==> src/design/tuvr_pkg.sv <==
// ----------------------------------------------------------------------------
// tuvr_pkg
// Types, constants and the arctangent table shared by the tunnel uv ray marcher.
// ----------------------------------------------------------------------------
package tuvr_pkg;

    localparam int FRAC_BITS     = 16;
    localparam int CORDIC_N      = 24;
    localparam int REFINE_ROUNDS = 16;
    localparam int SINE_SHIFT    = 30 - 4 - FRAC_BITS;
    localparam int TH_SHIFT      = 23 - FRAC_BITS;

    localparam logic signed [33:0] CORDIC_K_Q30 = 34'sd652032874;
    localparam logic signed [33:0] TURN_QUARTER = 34'sd1073741824;
    localparam logic signed [33:0] TURN_HALF    = 34'sd2147483648;

    typedef struct packed {
        logic [10:0] col;
        logic [10:0] row;
    } t_in_item;

    typedef struct packed {
        logic [7:0] u_coord;
        logic [7:0] v_coord;
    } t_out_item;

    typedef enum logic [1:0] {
        CFG_WIDTH,
        CFG_HEIGHT,
        CFG_THRESH,
        CFG_DEPTH
    } t_cfg_idx;

    typedef enum logic [4:0] {
        S_IDLE,
        S_SQ0,
        S_SQ1,
        S_SQ2,
        S_SQ3,
        S_SQRT,
        S_DIV,
        S_TZ,
        S_CORD,
        S_CEN,
        S_TAB,
        S_TSQ0,
        S_TSQ1,
        S_TCMP,
        S_STEP,
        S_BACK,
        S_FIN,
        S_FANG,
        S_FROT,
        S_DONE
    } t_state;

    typedef enum logic [1:0] {
        JOB_TUBE,
        JOB_FINAL,
        JOB_ANGLE
    } t_cjob;

    // arctangent of 2^-k in units of 2^-32 turn
    function automatic logic [31:0] atan_turn(input logic [4:0] k);
        logic [31:0] v;
        unique case (k)
            5'd0:  v = 32'h20000000;
            5'd1:  v = 32'h12E4051E;
            5'd2:  v = 32'h09FB385B;
            5'd3:  v = 32'h051111D4;
            5'd4:  v = 32'h028B0D43;
            5'd5:  v = 32'h0145D7E1;
            5'd6:  v = 32'h00A2F61E;
            5'd7:  v = 32'h00517C55;
            5'd8:  v = 32'h0028BE53;
            5'd9:  v = 32'h00145F2F;
            5'd10: v = 32'h000A2F98;
            5'd11: v = 32'h000517CC;
            5'd12: v = 32'h00028BE6;
            5'd13: v = 32'h000145F3;
            5'd14: v = 32'h0000A2FA;
            5'd15: v = 32'h0000517D;
            5'd16: v = 32'h000028BE;
            5'd17: v = 32'h0000145F;
            5'd18: v = 32'h00000A30;
            5'd19: v = 32'h00000518;
            5'd20: v = 32'h0000028C;
            5'd21: v = 32'h00000146;
            5'd22: v = 32'h000000A3;
            5'd23: v = 32'h00000051;
            default: v = 32'h0;
        endcase
        return v;
    endfunction

endpackage

==> src/design/tunnel_uv_raymarch.sv <==
// ----------------------------------------------------------------------------
// tunnel_uv_raymarch
// Per-pixel tunnel texture coordinates by fixed-point ray marching.
// ----------------------------------------------------------------------------
// Usage: drive i_in (col, row) and raise i_start; the transaction is taken at
// an edge where i_start is high and o_busy is low. o_busy stays high until the
// result is ready. The result appears on o_result for exactly one cycle with
// o_valid high; the receiver cannot stall it, and a new start can be taken in
// that same cycle. Configuration (i_cfg_we, i_cfg_idx, i_cfg_data) is written
// at an edge where i_cfg_we is high and must only change while o_busy is low.
// Sequence: squaring, square root (one root bit per cycle), division (three
// step components, 22 quotient bits each), then per wall test: setup, the
// shared CORDIC unit for the hole centre sine, centre, range check, the shared
// squarer, compare, then the step or back-off; a test stopped by the depth
// limit goes from setup to the back-off, one stopped by the range check skips
// the squarer and compare. Tests = march steps + refinement rounds (at most
// 16). The final centre and arctangent follow (no arctangent when the hit
// point is at the centre); the strobe is registered from the done state.
// One item at a time; the CORDIC iterations dominate the run time.
// Reset (synchronous, active low) returns the sequencer to idle and loads
// the default screen 320x200, threshold 128 and depth limit 1024.
// ----------------------------------------------------------------------------
module tunnel_uv_raymarch (
    input  logic                 i_clk,
    input  logic                 i_rst_n,
    input  logic                 i_start,
    input  tuvr_pkg::t_in_item   i_in,
    output logic                 o_busy,
    output logic                 o_valid,
    output tuvr_pkg::t_out_item  o_result,
    input  logic                 i_cfg_we,
    input  logic [1:0]           i_cfg_idx,
    input  logic [15:0]          i_cfg_data
);

    // configuration
    logic [11:0] r_width, r_height, r_dl;
    logic [15:0] r_thr;

    tuvr_pkg::t_state r_state, n_state;
    tuvr_pkg::t_cjob  r_job;

    logic signed [11:0] r_i, r_j;
    logic [11:0]        r_h;
    logic [23:0]        r_ea, r_eb;
    logic [47:0]        r_prod;
    logic [48:0]        r_acc;
    logic [57:0]        r_nsh;
    logic [30:0]        r_rem;
    logic [28:0]        r_root;
    logic [21:0]        r_q;
    logic [1:0]         r_dsel;
    logic [4:0]         r_cnt;
    logic signed [31:0] r_x, r_y, r_z, r_dx, r_dy, r_dz, r_c;
    logic [3:0]         r_round;
    logic signed [35:0] r_cx, r_cy;
    logic signed [33:0] r_ca;
    logic [4:0]         r_k;
    logic               r_vec;
    logic               r_valid;
    tuvr_pkg::t_out_item r_out;

    function automatic logic [11:0] abs12(input logic signed [11:0] v);
        return v[11] ? 12'(-v) : 12'(v);
    endfunction

    function automatic logic [16:0] mul20(input logic [11:0] v);
        return 17'({v, 4'b0}) + 17'({v, 2'b0});
    endfunction

    function automatic logic signed [31:0] half_tz(input logic signed [31:0] v);
        logic signed [31:0] s;
        s = v + {31'b0, v[31]};
        return s >>> 1;
    endfunction

    function automatic logic signed [31:0] signq(input logic [21:0] q, input logic neg);
        return neg ? -$signed({10'b0, q}) : $signed({10'b0, q});
    endfunction

    // ---------------- configuration port ----------------
    always_ff @(posedge i_clk) begin
        if (!i_rst_n) begin
            r_width  <= 12'd320;
            r_height <= 12'd200;
            r_thr    <= 16'd128;
            r_dl     <= 12'd1024;
        end else if (i_cfg_we) begin
            unique case (tuvr_pkg::t_cfg_idx'(i_cfg_idx))
                tuvr_pkg::CFG_WIDTH:  r_width  <= i_cfg_data[11:0];
                tuvr_pkg::CFG_HEIGHT: r_height <= i_cfg_data[11:0];
                tuvr_pkg::CFG_THRESH: r_thr    <= i_cfg_data;
                tuvr_pkg::CFG_DEPTH:  r_dl     <= i_cfg_data[11:0];
            endcase
        end
    end

    // ---------------- shared squarer ----------------
    logic [23:0] w_sq_op;
    logic [47:0] w_prod;
    always_comb begin
        unique case (r_state)
            tuvr_pkg::S_SQ0:  w_sq_op = {12'b0, abs12(r_i)};
            tuvr_pkg::S_SQ1:  w_sq_op = {12'b0, abs12(r_j)};
            tuvr_pkg::S_SQ2:  w_sq_op = {12'b0, r_h};
            tuvr_pkg::S_TSQ0: w_sq_op = r_ea;
            tuvr_pkg::S_TSQ1: w_sq_op = r_eb;
            default:          w_sq_op = 24'b0;
        endcase
    end
    assign w_prod = w_sq_op * w_sq_op;

    logic [48:0] w_ssum;
    logic [24:0] w_s;
    logic        w_inside;
    assign w_ssum   = r_acc + {1'b0, r_prod};
    assign w_s      = w_ssum[24:0];
    assign w_inside = ({1'b0, r_prod} + r_acc) < {1'b0, r_thr, 32'b0};

    // ---------------- square root / divide step ----------------
    logic [32:0] w_rem4, w_trial;
    logic        w_sge;
    logic [30:0] w_srem;
    logic [28:0] w_sroot;
    assign w_rem4  = {r_rem, r_nsh[57:56]};
    assign w_trial = {2'b0, r_root, 2'b01};
    assign w_sge   = w_rem4 >= w_trial;
    assign w_srem  = w_sge ? 31'(w_rem4 - w_trial) : 31'(w_rem4);
    assign w_sroot = {r_root[27:0], w_sge};

    logic [30:0] w_rem2, w_drem;
    logic        w_dge;
    logic [21:0] w_dq;
    assign w_rem2 = {r_rem[29:0], 1'b0};
    assign w_dge  = w_rem2 >= {2'b0, r_root};
    assign w_drem = w_dge ? (w_rem2 - {2'b0, r_root}) : w_rem2;
    assign w_dq   = {r_q[20:0], w_dge};

    logic [16:0] w_mag_j, w_mag_h;
    assign w_mag_j = mul20(abs12(r_j));
    assign w_mag_h = mul20(r_h);

    // ---------------- shared CORDIC step ----------------
    logic signed [35:0] w_xs, w_ys, w_ncx, w_ncy;
    logic signed [33:0] w_t, w_nca;
    logic               w_sigma;
    assign w_xs    = r_cx >>> r_k;
    assign w_ys    = r_cy >>> r_k;
    assign w_t     = $signed({2'b0, tuvr_pkg::atan_turn(r_k)});
    assign w_sigma = r_vec ? (r_cy[35] || (r_cy == 36'sd0)) : !r_ca[33];
    assign w_ncx   = w_sigma ? (r_cx - w_ys) : (r_cx + w_ys);
    assign w_ncy   = w_sigma ? (r_cy + w_xs) : (r_cy - w_xs);
    assign w_nca   = w_sigma ? (r_ca - w_t) : (r_ca + w_t);

    // sine angle from depth, folded into the right half plane
    logic [31:0]        w_th;
    logic signed [33:0] w_a0, w_afold;
    assign w_th = 32'(r_z) << tuvr_pkg::TH_SHIFT;
    assign w_a0 = $signed({{2{w_th[31]}}, w_th});
    always_comb begin
        priority if (w_a0 > tuvr_pkg::TURN_QUARTER) begin
            w_afold = tuvr_pkg::TURN_HALF - w_a0;
        end else if (w_a0 < -tuvr_pkg::TURN_QUARTER) begin
            w_afold = -tuvr_pkg::TURN_HALF - w_a0;
        end else begin
            w_afold = w_a0;
        end
    end

    logic signed [35:0] w_cys;
    assign w_cys = r_cy >>> tuvr_pkg::SINE_SHIFT;

    // offsets from the hole centre
    logic signed [31:0] w_ex, w_ey, w_zlim;
    logic [31:0]        w_ax, w_ay;
    logic               w_far, w_zout;
    assign w_ex   = r_x - r_c;
    assign w_ey   = r_y - r_c;
    assign w_ax   = w_ex[31] ? 32'(-w_ex) : 32'(w_ex);
    assign w_ay   = w_ey[31] ? 32'(-w_ey) : 32'(w_ey);
    assign w_far  = (w_ax[31:24] != 8'b0) || (w_ay[31:24] != 8'b0);
    assign w_zlim = $signed(32'(r_dl) << tuvr_pkg::FRAC_BITS);
    assign w_zout = r_z >= w_zlim;

    logic signed [31:0] w_hdz;
    assign w_hdz = half_tz(r_dz);

    // ---------------- sequencer ----------------
    always_ff @(posedge i_clk) begin
        if (!i_rst_n) begin
            r_state <= tuvr_pkg::S_IDLE;
        end else begin
            r_state <= n_state;
        end
    end

    always_comb begin
        n_state = r_state;
        unique case (r_state)
            tuvr_pkg::S_IDLE: if (i_start) n_state = tuvr_pkg::S_SQ0;
            tuvr_pkg::S_SQ0:  n_state = tuvr_pkg::S_SQ1;
            tuvr_pkg::S_SQ1:  n_state = tuvr_pkg::S_SQ2;
            tuvr_pkg::S_SQ2:  n_state = tuvr_pkg::S_SQ3;
            tuvr_pkg::S_SQ3:  n_state = tuvr_pkg::S_SQRT;
            tuvr_pkg::S_SQRT: if (r_cnt == 5'd0) n_state = tuvr_pkg::S_DIV;
            tuvr_pkg::S_DIV: begin
                if (r_cnt == 5'd0 && r_dsel == 2'd2) begin
                    n_state = (w_dq == 22'd0) ? tuvr_pkg::S_FIN : tuvr_pkg::S_TZ;
                end
            end
            tuvr_pkg::S_TZ:   n_state = w_zout ? tuvr_pkg::S_BACK : tuvr_pkg::S_CORD;
            tuvr_pkg::S_CORD: begin
                if (r_k == 5'(tuvr_pkg::CORDIC_N - 1)) begin
                    n_state = (r_job == tuvr_pkg::JOB_ANGLE) ? tuvr_pkg::S_DONE
                                                             : tuvr_pkg::S_CEN;
                end
            end
            tuvr_pkg::S_CEN: begin
                n_state = (r_job == tuvr_pkg::JOB_TUBE) ? tuvr_pkg::S_TAB : tuvr_pkg::S_FANG;
            end
            tuvr_pkg::S_TAB:  n_state = w_far ? tuvr_pkg::S_BACK : tuvr_pkg::S_TSQ0;
            tuvr_pkg::S_TSQ0: n_state = tuvr_pkg::S_TSQ1;
            tuvr_pkg::S_TSQ1: n_state = tuvr_pkg::S_TCMP;
            tuvr_pkg::S_TCMP: n_state = w_inside ? tuvr_pkg::S_STEP : tuvr_pkg::S_BACK;
            tuvr_pkg::S_STEP: n_state = tuvr_pkg::S_TZ;
            tuvr_pkg::S_BACK: begin
                if (r_round == 4'(tuvr_pkg::REFINE_ROUNDS - 1) || w_hdz == 32'sd0) begin
                    n_state = tuvr_pkg::S_FIN;
                end else begin
                    n_state = tuvr_pkg::S_TZ;
                end
            end
            tuvr_pkg::S_FIN:  n_state = tuvr_pkg::S_CORD;
            tuvr_pkg::S_FANG: n_state = tuvr_pkg::S_FROT;
            tuvr_pkg::S_FROT: begin
                n_state = (r_cx == 36'sd0 && r_cy == 36'sd0) ? tuvr_pkg::S_DONE
                                                             : tuvr_pkg::S_CORD;
            end
            tuvr_pkg::S_DONE: n_state = tuvr_pkg::S_IDLE;
            default:          n_state = tuvr_pkg::S_IDLE;
        endcase
    end

    // ---------------- datapath ----------------
    always_ff @(posedge i_clk) begin
        r_prod <= w_prod;
        unique case (r_state)
            tuvr_pkg::S_IDLE: begin
                r_i <= $signed({1'b0, i_in.col} - {1'b0, r_width[11:1]});
                r_j <= $signed({1'b0, i_in.row} - {1'b0, r_height[11:1]});
                r_h <= (r_height == 12'd0) ? 12'd1 : r_height;
            end
            tuvr_pkg::S_SQ0: r_acc <= 49'd0;
            tuvr_pkg::S_SQ1: r_acc <= w_ssum;
            tuvr_pkg::S_SQ2: r_acc <= w_ssum;
            tuvr_pkg::S_SQ3: begin
                r_nsh  <= {1'b0, w_s, 32'b0};
                r_rem  <= 31'd0;
                r_root <= 29'd0;
                r_cnt  <= 5'd28;
            end
            tuvr_pkg::S_SQRT: begin
                r_nsh  <= {r_nsh[55:0], 2'b0};
                r_root <= w_sroot;
                if (r_cnt == 5'd0) begin
                    r_rem  <= {4'b0, mul20(abs12(r_i)), 10'b0};
                    r_cnt  <= 5'd21;
                    r_dsel <= 2'd0;
                end else begin
                    r_rem <= w_srem;
                    r_cnt <= r_cnt - 5'd1;
                end
            end
            tuvr_pkg::S_DIV: begin
                r_q <= w_dq;
                if (r_cnt == 5'd0) begin
                    r_cnt  <= 5'd21;
                    r_dsel <= r_dsel + 2'd1;
                    unique case (r_dsel)
                        2'd0: begin
                            r_dx  <= signq(w_dq, r_i[11]);
                            r_rem <= {4'b0, w_mag_j, 10'b0};
                        end
                        2'd1: begin
                            // vertical axis points up
                            r_dy  <= signq(w_dq, (r_j != 12'sd0) && !r_j[11]);
                            r_rem <= {4'b0, w_mag_h, 10'b0};
                        end
                        default: begin
                            r_rem   <= w_drem;
                            r_dz    <= signq(w_dq, 1'b0);
                            r_x     <= 32'sd0;
                            r_y     <= 32'sd0;
                            r_z     <= 32'sd0;
                            r_round <= 4'd0;
                        end
                    endcase
                end else begin
                    r_rem <= w_drem;
                    r_cnt <= r_cnt - 5'd1;
                end
            end
            tuvr_pkg::S_TZ: begin
                r_ca  <= w_afold;
                r_cx  <= 36'(tuvr_pkg::CORDIC_K_Q30);
                r_cy  <= 36'sd0;
                r_k   <= 5'd0;
                r_vec <= 1'b0;
                r_job <= tuvr_pkg::JOB_TUBE;
            end
            tuvr_pkg::S_CORD: begin
                r_cx <= w_ncx;
                r_cy <= w_ncy;
                r_ca <= w_nca;
                r_k  <= r_k + 5'd1;
            end
            tuvr_pkg::S_CEN: r_c <= 32'(-w_cys);
            tuvr_pkg::S_TAB: begin
                r_ea <= w_ax[23:0];
                r_eb <= w_ay[23:0];
            end
            tuvr_pkg::S_TSQ1: r_acc <= {1'b0, r_prod};
            tuvr_pkg::S_STEP: begin
                r_x <= r_x + r_dx;
                r_y <= r_y + r_dy;
                r_z <= r_z + r_dz;
            end
            tuvr_pkg::S_BACK: begin
                r_x     <= r_x - r_dx;
                r_y     <= r_y - r_dy;
                r_z     <= r_z - r_dz;
                r_dx    <= half_tz(r_dx);
                r_dy    <= half_tz(r_dy);
                r_dz    <= w_hdz;
                r_round <= r_round + 4'd1;
            end
            tuvr_pkg::S_FIN: begin
                r_ca  <= w_afold;
                r_cx  <= 36'(tuvr_pkg::CORDIC_K_Q30);
                r_cy  <= 36'sd0;
                r_k   <= 5'd0;
                r_vec <= 1'b0;
                r_job <= tuvr_pkg::JOB_FINAL;
            end
            tuvr_pkg::S_FANG: begin
                r_cx <= {{4{w_ex[31]}}, w_ex};
                r_cy <= {{4{w_ey[31]}}, w_ey};
            end
            tuvr_pkg::S_FROT: begin
                r_k   <= 5'd0;
                r_vec <= 1'b1;
                r_job <= tuvr_pkg::JOB_ANGLE;
                if (r_cx == 36'sd0 && r_cy == 36'sd0) begin
                    r_ca <= 34'sd0;
                end else if (r_cx[35]) begin
                    // quarter-turn pre-rotation into the right half plane
                    if (!r_cy[35]) begin
                        r_cx <= r_cy;
                        r_cy <= -r_cx;
                        r_ca <= tuvr_pkg::TURN_QUARTER;
                    end else begin
                        r_cx <= -r_cy;
                        r_cy <= r_cx;
                        r_ca <= -tuvr_pkg::TURN_QUARTER;
                    end
                end else begin
                    r_ca <= 34'sd0;
                end
            end
            tuvr_pkg::S_DONE: begin
                r_out.u_coord <= r_ca[30:23];
                r_out.v_coord <= r_z[23:16];
            end
            default: begin
            end
        endcase
    end

    always_ff @(posedge i_clk) begin
        if (!i_rst_n) begin
            r_valid <= 1'b0;
        end else begin
            r_valid <= (r_state == tuvr_pkg::S_DONE);
        end
    end

    assign o_busy   = (r_state != tuvr_pkg::S_IDLE);
    assign o_valid  = r_valid;
    assign o_result = r_out;

endmodule

==> config.mk <==
export PLATFORM = sky130hd
export DESIGN_NAME = tunnel_uv_raymarch
export DESIGN_NICKNAME = d
export VERILOG_FILES = /design/src/design/tuvr_pkg.sv /design/src/design/tunnel_uv_raymarch.sv
export SDC_FILE = /design/constraint.sdc
export NUM_CORES = 2
export LEC_CHECK = 0
export BUFFER_PORTS_ARGS = -buffer_cell sky130_fd_sc_hd__buf_2
export CORE_ASPECT_RATIO = 1.1
export CORE_MARGIN = 1
export CORE_UTILIZATION = 25
export CTS_CLUSTER_DIAMETER = 30
export DETAILED_ROUTE_END_ITERATION = 16
export PLACE_DENSITY = 0.49
export SKIP_CTS_REPAIR_TIMING = 1
export SYNTH_ARGS = -nofsm -noshare
export SYNTH_HDL_FRONTEND = slang
export SYNTH_SLANG_ARGS = --single-unit
==> constraint.sdc <==
create_clock -name i_clk -period 9.21 [get_ports i_clk]
set_input_delay 0.4605 -clock i_clk [delete_from_list [all_inputs] [get_ports i_clk]]
set_output_delay 0.4605 -clock i_clk [all_outputs]
set_load 0.01 [all_outputs]
Yosys cells after proc, flatten, opt, wreduce, memory -nomap -nowiden --
Memory sizes are Yosys's and may differ from the RTL's. A register that Yosys moved wholly into a read port is not among the register bits. Index checks and enable logic that the tools add are counted. Widths: inputs -> output; s select.
Cells by class: add/subtract/negate cells 39, multipliers 1, divide/modulo/power cells 0, order comparisons 6, equality and inequality tests 37, shifts and indexed selects 2, mux-type cells 73, bitwise gates (word level) 0, reduce and logical (&&, ||, !) cells 51
Operator list (number):
- $mux 32 | 12
- $mux 36 | 8
- $pmux 32 s3 | 3
- $pmux 36 s4 | 2
- $mux 34 | 6
- $pmux 32 s2 | 3
- $sub 32x32->32 | 5
- $pmux 49 s3 | 1
- $mux 31 | 4
- $pmux 24 s5 | 1
- $pmux 58 s2 | 1
- $pmux 34 s3 | 1
- $add 32x1->32 | 3
- $add 32x32->32 | 3
- $pmux 5 s19 | 1
- $pmux 31 s3 | 1
- $add 36x36->36 | 2
- $logic_not 36->1 | 2
- $neg 36->36 | 2
- $sshr 36x5->36 | 2
- $sub 36x36->36 | 2
- $neg 32->32 | 2
- $pmux 31 s2 | 1
- $pmux 29 s2 | 1
- 63 further kinds | 140
Storage, ports and cells: register bits 743, latch bits 0, bits in writable memories 0, ROM bits 960, bits of input ports 44, memories kept 1
Memory list:
- (no name shown) | depth 32, width 30, read ports 1, clocked after memory_dff 1, wr ports 0, line tuvr_pkg.sv:66 | unique case (k)

Depth between registers and ports, before layout --
word-level depth 7, mapped depth 40, depth with buffers taken out 37

Worst setup path before layout --
No wires, ideal clock.
path kind register to register, from reg r_state[3], to reg r_prod[44], library setup time 72 ps, arrival 8890 ps, data required time 9138 ps, slack 248 ps, stages on the path, launching flop included 39, period minus slack after synthesis 8962 ps, path through dfxtp_1 > buf_2 > nand2b_1 > or2_2 > clkbuf_1 > nor2_1 > clkbuf_1 > a22oi_1 > nand2_1 > nor3_1 > inv_1 > clkbuf_1 > nand2_1 > fa_1 > inv_1 > fa_1 > inv_1 > fa_1 > [3 not listed] > fa_1 > inv_1 > fa_1 > inv_1 > ha_1 > a21o_1 > a21o_1 > a21oi_1 > nand2b_1 > o211ai_1 > a31o_2 > a21o_1 > a311oi_1 > o21ai_0 > a21bo_2 > a311o_1 > a21oi_1 > xnor2_1
On the way: word-level cells in the longest chain between the ends 3, elaborated cells between the ends (all ways) 7
RTL lines:
- from (decl) | line tunnel_uv_raymarch.sv:40 | tuvr_pkg::t_state r_state, n_state;
- from (signal assigned) | line tunnel_uv_raymarch.sv:191 | r_state <= tuvr_pkg::S_IDLE;
- from (signal assigned) | line tunnel_uv_raymarch.sv:193 | r_state <= n_state;
- $eq 5x4->1 (tied with other cells) | line tunnel_uv_raymarch.sv:102 | unique case (r_state)
- $pmux 24 s5 (*) | line tunnel_uv_raymarch.sv:102
- $mul 24x24->48 (*) | line tunnel_uv_raymarch.sv:111 | assign w_prod = w_sq_op * w_sq_op;
- net w_prod[44] | line tunnel_uv_raymarch.sv:100 | logic [47:0] w_prod;
- to (signal assigned) | line tunnel_uv_raymarch.sv:246 | r_prod <= w_prod;
- to (decl) | line tunnel_uv_raymarch.sv:46 | logic [47:0] r_prod;
Mark *: on every way through the listed nets, which the timed path passes. The rest lies on a longest branch. A chain may end at the register's enable or synchronous reset.

Final worst setup path --
from reg r_i[5], to reg r_prod[44]
On the way: word-level cells in the longest chain between the ends 4
RTL lines:
- from (decl) | line tunnel_uv_raymarch.sv:43 | logic signed [11:0] r_i, r_j;
- from (signal assigned) | line tunnel_uv_raymarch.sv:249 | r_i <= $signed({1'b0, i_in.col} - {1'b0, r_width[11:1]});
- $neg 12->12 | line tunnel_uv_raymarch.sv:64 | return v[11] ? 12'(-v) : 12'(v);
- $mux 12 (*) | line tunnel_uv_raymarch.sv:64
- $pmux 24 s5 (*) | line tunnel_uv_raymarch.sv:102
- $mul 24x24->48 (*) | line tunnel_uv_raymarch.sv:111
- net w_prod[44] | line tunnel_uv_raymarch.sv:100
Marked as above.

==> metrics.md <==
| Metric | Value |
|---|---|
| Top layer in use | met4 |
| Routed length on met2 | around 140,000 um |
| Pwr per Cell Area | 159 nW/um2 |
| Floorplan core area | 321,000 um2 |
| Data arrival, critical path | 9570 ps |
| Most frequently used cell type in the post-synthesis netlist | sky130_fd_sc_hd__inv_1 |
| Reg clk slew, reported paths | 40 ps |
| Die Ht | 598 um |
| Switching power total | 4.75 mW |
| Hold Path Origin | i_in[10] |
| Placed wire-length estimate | 226,000 um |
| Antenna-violating nets left | 0 |
| Layout Utilization | 0.296 |
| Endpoint class of the critical path | flop |
| # setup viols final | 0 |
| Post-route DRC violation count | 0 |
| Worst Hold Slack | ~110 ps |
| Insertion delay to the later sink of the worst-skew pair | 900 ps |
| Final Hold Fails | 0 |
| RePlAce Congestion | 0.939 |
| Hold-critical path depth | 3 |
| Sequential share of the synthesized area | 0.258 |
| Count of vias placed by the detailed router | 69,100 |
| Sum of routed wire length over all layers | ~280,000 um |
| Area added between synthesis and finish | 17.8% |
| Number of vias per cell | 4.99 |
| Share of synthesized registers carrying an async set or reset | 0 |
| Die area | approximately 330,000 um2 |
| TritonCTS clock tree | yes |
| Most prevalent standard cell on the critical path | sky130_fd_sc_hd__fa_1 |
| Cell-internal power | between 10 and 15 mW |
| Area after detailed placement | 87,300 um2 |
| Worst min-delay path class | in -> reg |
| Level count of the clock H-tree | 4 |
| Slew at the pin with the worst max-slew slack | 1230 ps |
| Critical Path RT | around 9900 ps |
| Biggest area contributors in the synthesized netlist | sky130_fd_sc_hd__edfxtp_1 22%, sky130_fd_sc_hd__fa_1 11%, sky130_fd_sc_hd__ha_1 10% |
| Num ports | 62 |
| Post-synthesis cell count | just over 9,000 |
| Status | finished, final reports clean |
| Initial antenna violation count | 9 |
| Die Wd | 544 um |
| Final Cell Area | approximately 95,000 um2 |
| Routed met3 length | between 10,000 and 15,000 um |
| Flop and latch count out of synthesis | around 740 |
| Overall track demand over capacity in global routing | 0.171 |
| Aggregate global routing overflow | 0 |
| Clock tree sinks | ~740 |
| Worst-case hold path end point | r_j[11] |
| Share of Yosys cell area claimed by the top area cell type | 0.224 |
| Worst-path cell with the longest stage delay | sky130_fd_sc_hd__or4_4 |
| Post-synthesis net count | 10,300 |
| Achievable Freq | 0.113 GHz |
| Path depth of the worst reg2reg path | 35 |
| Total Power | 15.1 mW |
| Static leakage | 39.6 nW |
| Average wire per standard cell | just over 20 um |
| Buffer cell driving the clock tree root | sky130_fd_sc_hd__clkbuf_16 |
| Number of enable flip-flop cells after synthesis | around 600 |
| Max stage delay on crit path | about 560 ps |
| Starting DRC count in detailed routing | 5,205 |
| Largest area contributor in the synthesized netlist | sky130_fd_sc_hd__edfxtp_1 |
| Setup slack of the worst register-to-register path | approximately 380 ps |
| Number of buffers inserted during clock tree synthesis | 223 |
| Final #Nets | approximately 10,000 |
| Cell class contributing the biggest share of worst-path delay | adder cells |
| Power share of the clock group | 0.492 |
| Post-synth top cells | 907 x sky130_fd_sc_hd__inv_1, 905 x sky130_fd_sc_hd__nand2_1, 806 x sky130_fd_sc_hd__nor2_1 |
| TNS Setup | 0 ps |
| Top FF cell, synth | sky130_fd_sc_hd__edfxtp_1 |
| Initial Util | 0.252 |
| Maximum number of pins on one net before global-route repair | 73 |
| Capture instance of the worst register-to-register path | r_prod[44] |
| Part of the cycle the worst path needs | 0.959 |
| Fraction of layout instances using a drive strength above 1 | 0.111 |
| Startpoint of the most critical register-to-register path | r_i[5] |
| Startpoint type of the worst setup path | flop |
| Count of standard-cell rows | around 220 |
| Max-cap violations | 0 |
| Kind of critical path | reg -> reg |
| Number of distinct library cells after synthesis | 122 |
| Clock period minus final worst setup slack | 8830 ps |
| Cell area after synthesis | 80,700 um2 |
| Switching Fraction | 0.314 |
| Max Fanout on Critical Path | 11 |
| Global-route wire length before repair | 428,000 um |
| DRT met1 WL | between 100,000 and 150,000 um |
| Max-slew violation total from the final report | 0 |
| Synth warnings | 0 |
| Detailed Routing Iterations Pass 1 | 6 |
| Vias in the first global route | about 69,000 |
| Setup clock skew after layout | 125 ps |
| Rel. slew slack | 0.177 |
| Worst-case vdd ir drop | 0.000145 V |
| Buffering stage count on the worst path with inverters included | 7 |
| Comb pwr share | 0.243 |
| Count of buffers from port buffering | 61 |
| Maximum buffer depth of the clock tree | 4 |
| Part of the power in registers | 0.265 |
| Count of fill cells added during filler insertion | 33,900 |
| Per-instance average area after synthesis | around 8.8 um2 |
## registers in the layout, summed over array words and instances (netlist names), 26 cells and up
| name | cells |
|---|---|
| r_acc | 49 |
| r_rem | 31 |
| r_nsh | 26 |
| r_dy | 32 |
| r_y | 32 |
| r_dx | 32 |
| r_z | 32 |
| r_root | 29 |
| r_prod | 47 |
| r_cx | 36 |
| r_x | 32 |
| r_ca | 34 |
| r_dz | 31 |
| w_t | 30 |
| r_c | 32 |
| r_cy | 36 |
## layout by cell type, fill, tap and decap left out, types with 33 or more instances in the layout
| cell type | instances |
|---|---|
| sky130_fd_sc_hd__a211oi_1 | 50 |
| sky130_fd_sc_hd__a21boi_0 | 61 |
| sky130_fd_sc_hd__a21o_1 | 226 |
| sky130_fd_sc_hd__a21oi_1 | 594 |
| sky130_fd_sc_hd__a22o_1 | 46 |
| sky130_fd_sc_hd__a22oi_1 | 48 |
| sky130_fd_sc_hd__a31oi_1 | 61 |
| sky130_fd_sc_hd__and2_1 | 56 |
| sky130_fd_sc_hd__and3_1 | 78 |
| sky130_fd_sc_hd__buf_2 | 61 |
| sky130_fd_sc_hd__buf_4 | 295 |
| sky130_fd_sc_hd__clkbuf_16 | 227 |
| sky130_fd_sc_hd__clkinv_1 | 33 |
| sky130_fd_sc_hd__clkinv_2 | 33 |
| sky130_fd_sc_hd__clkinvlp_4 | 35 |
| sky130_fd_sc_hd__dfxtp_1 | 134 |
| sky130_fd_sc_hd__edfxtp_1 | 603 |
| sky130_fd_sc_hd__fa_1 | 433 |
| sky130_fd_sc_hd__ha_1 | 651 |
| sky130_fd_sc_hd__inv_1 | 900 |
| sky130_fd_sc_hd__mux2_2 | 49 |
| sky130_fd_sc_hd__mux2i_1 | 55 |
| sky130_fd_sc_hd__mux4_2 | 94 |
| sky130_fd_sc_hd__nand2_1 | 902 |
| sky130_fd_sc_hd__nand2b_1 | 110 |
| sky130_fd_sc_hd__nand3_1 | 146 |
| sky130_fd_sc_hd__nand4_1 | 66 |
| sky130_fd_sc_hd__nor2_1 | 792 |
| sky130_fd_sc_hd__nor2b_1 | 84 |
| sky130_fd_sc_hd__nor3_1 | 148 |
| sky130_fd_sc_hd__nor4_1 | 47 |
| sky130_fd_sc_hd__o211ai_1 | 43 |
| sky130_fd_sc_hd__o21a_1 | 69 |
| sky130_fd_sc_hd__o21ai_0 | 501 |
| sky130_fd_sc_hd__o21bai_1 | 59 |
| sky130_fd_sc_hd__o22ai_1 | 48 |
| sky130_fd_sc_hd__o31ai_1 | 78 |
| sky130_fd_sc_hd__or3_1 | 77 |
| sky130_fd_sc_hd__xnor2_1 | 492 |
| sky130_fd_sc_hd__xor2_1 | 406 |
## how the worst max path moves through the flow
stage	from	endpoint	slack, ps	cells past startpoint
after floorplan	r_state[3]	r_prod[44]	250	38
after global placement	r_i[5]	r_prod[46]	-480	34
after detailed placement	r_i[5]	r_prod[46]	-400	31
after CTS	r_i[5]	r_prod[46]	-430	34
after global routing	r_state[4]	r_prod[44]	-40	38
final	r_i[5]	r_prod[44]	380	35
## routing by layer
layer | up-vias | track usage
met3 | 524 | 0.0235
met1 | 33800 | 0.215
li1 | 32600 | -
met5 | - | 0
met4 | 0 | 0.0693
met2 | 2153 | 0.292
## tightest hold or removal path, stage by stage
cell and delay (ps):
sky130_fd_sc_hd__buf_2 80, sky130_fd_sc_hd__ha_1 130, sky130_fd_sc_hd__a21oi_1 60
## area by class of cell
cell class	count	area, um2	share of cell area
multi-input combinational	7096	55200	0.580
sequential	737	20800	0.219
clock buffer	257	5870	0.0618
tap	4290	5370	0.0565
inverter	918	3450	0.0363
timing repair buffer	387	2960	0.0311
clock inverter	149	1430	0.0150
antenna	3	7.51	0.0000790
## power groups by stage
stage               Clock, mW  Combinational [mW]  Sequential, mW
CTS                      7.58                3.66            4.00
global placement            0                3.62            4.05
finish                   7.44                3.66            4.01
floorplan                   0                2.42            3.99
detailed placement          0                3.63            4.06
global route             7.75                4.10            4.02
## cells by family after synthesis
| family | share of synthesized area |
|---|---|
| buf+inv | 0.0639 |
| simple gates | 0.157 |
| fa+ha+maj | 0.209 |
| mux | 0.0403 |
| flops | 0.258 |
| xor+xnor | 0.0977 |
| compound gates | 0.175 |
## metrics by stage
step / setup WS, ps / std cells
after floorplan: 248 / 9166
after global routing: -38.9 / 13800
after global placement: -483 / 13400
after detailed placement: -396 / 13400
final: 378 / 13800
after CTS: -426 / 13800
No activity file was read; power rests on OpenSTA's default activity.
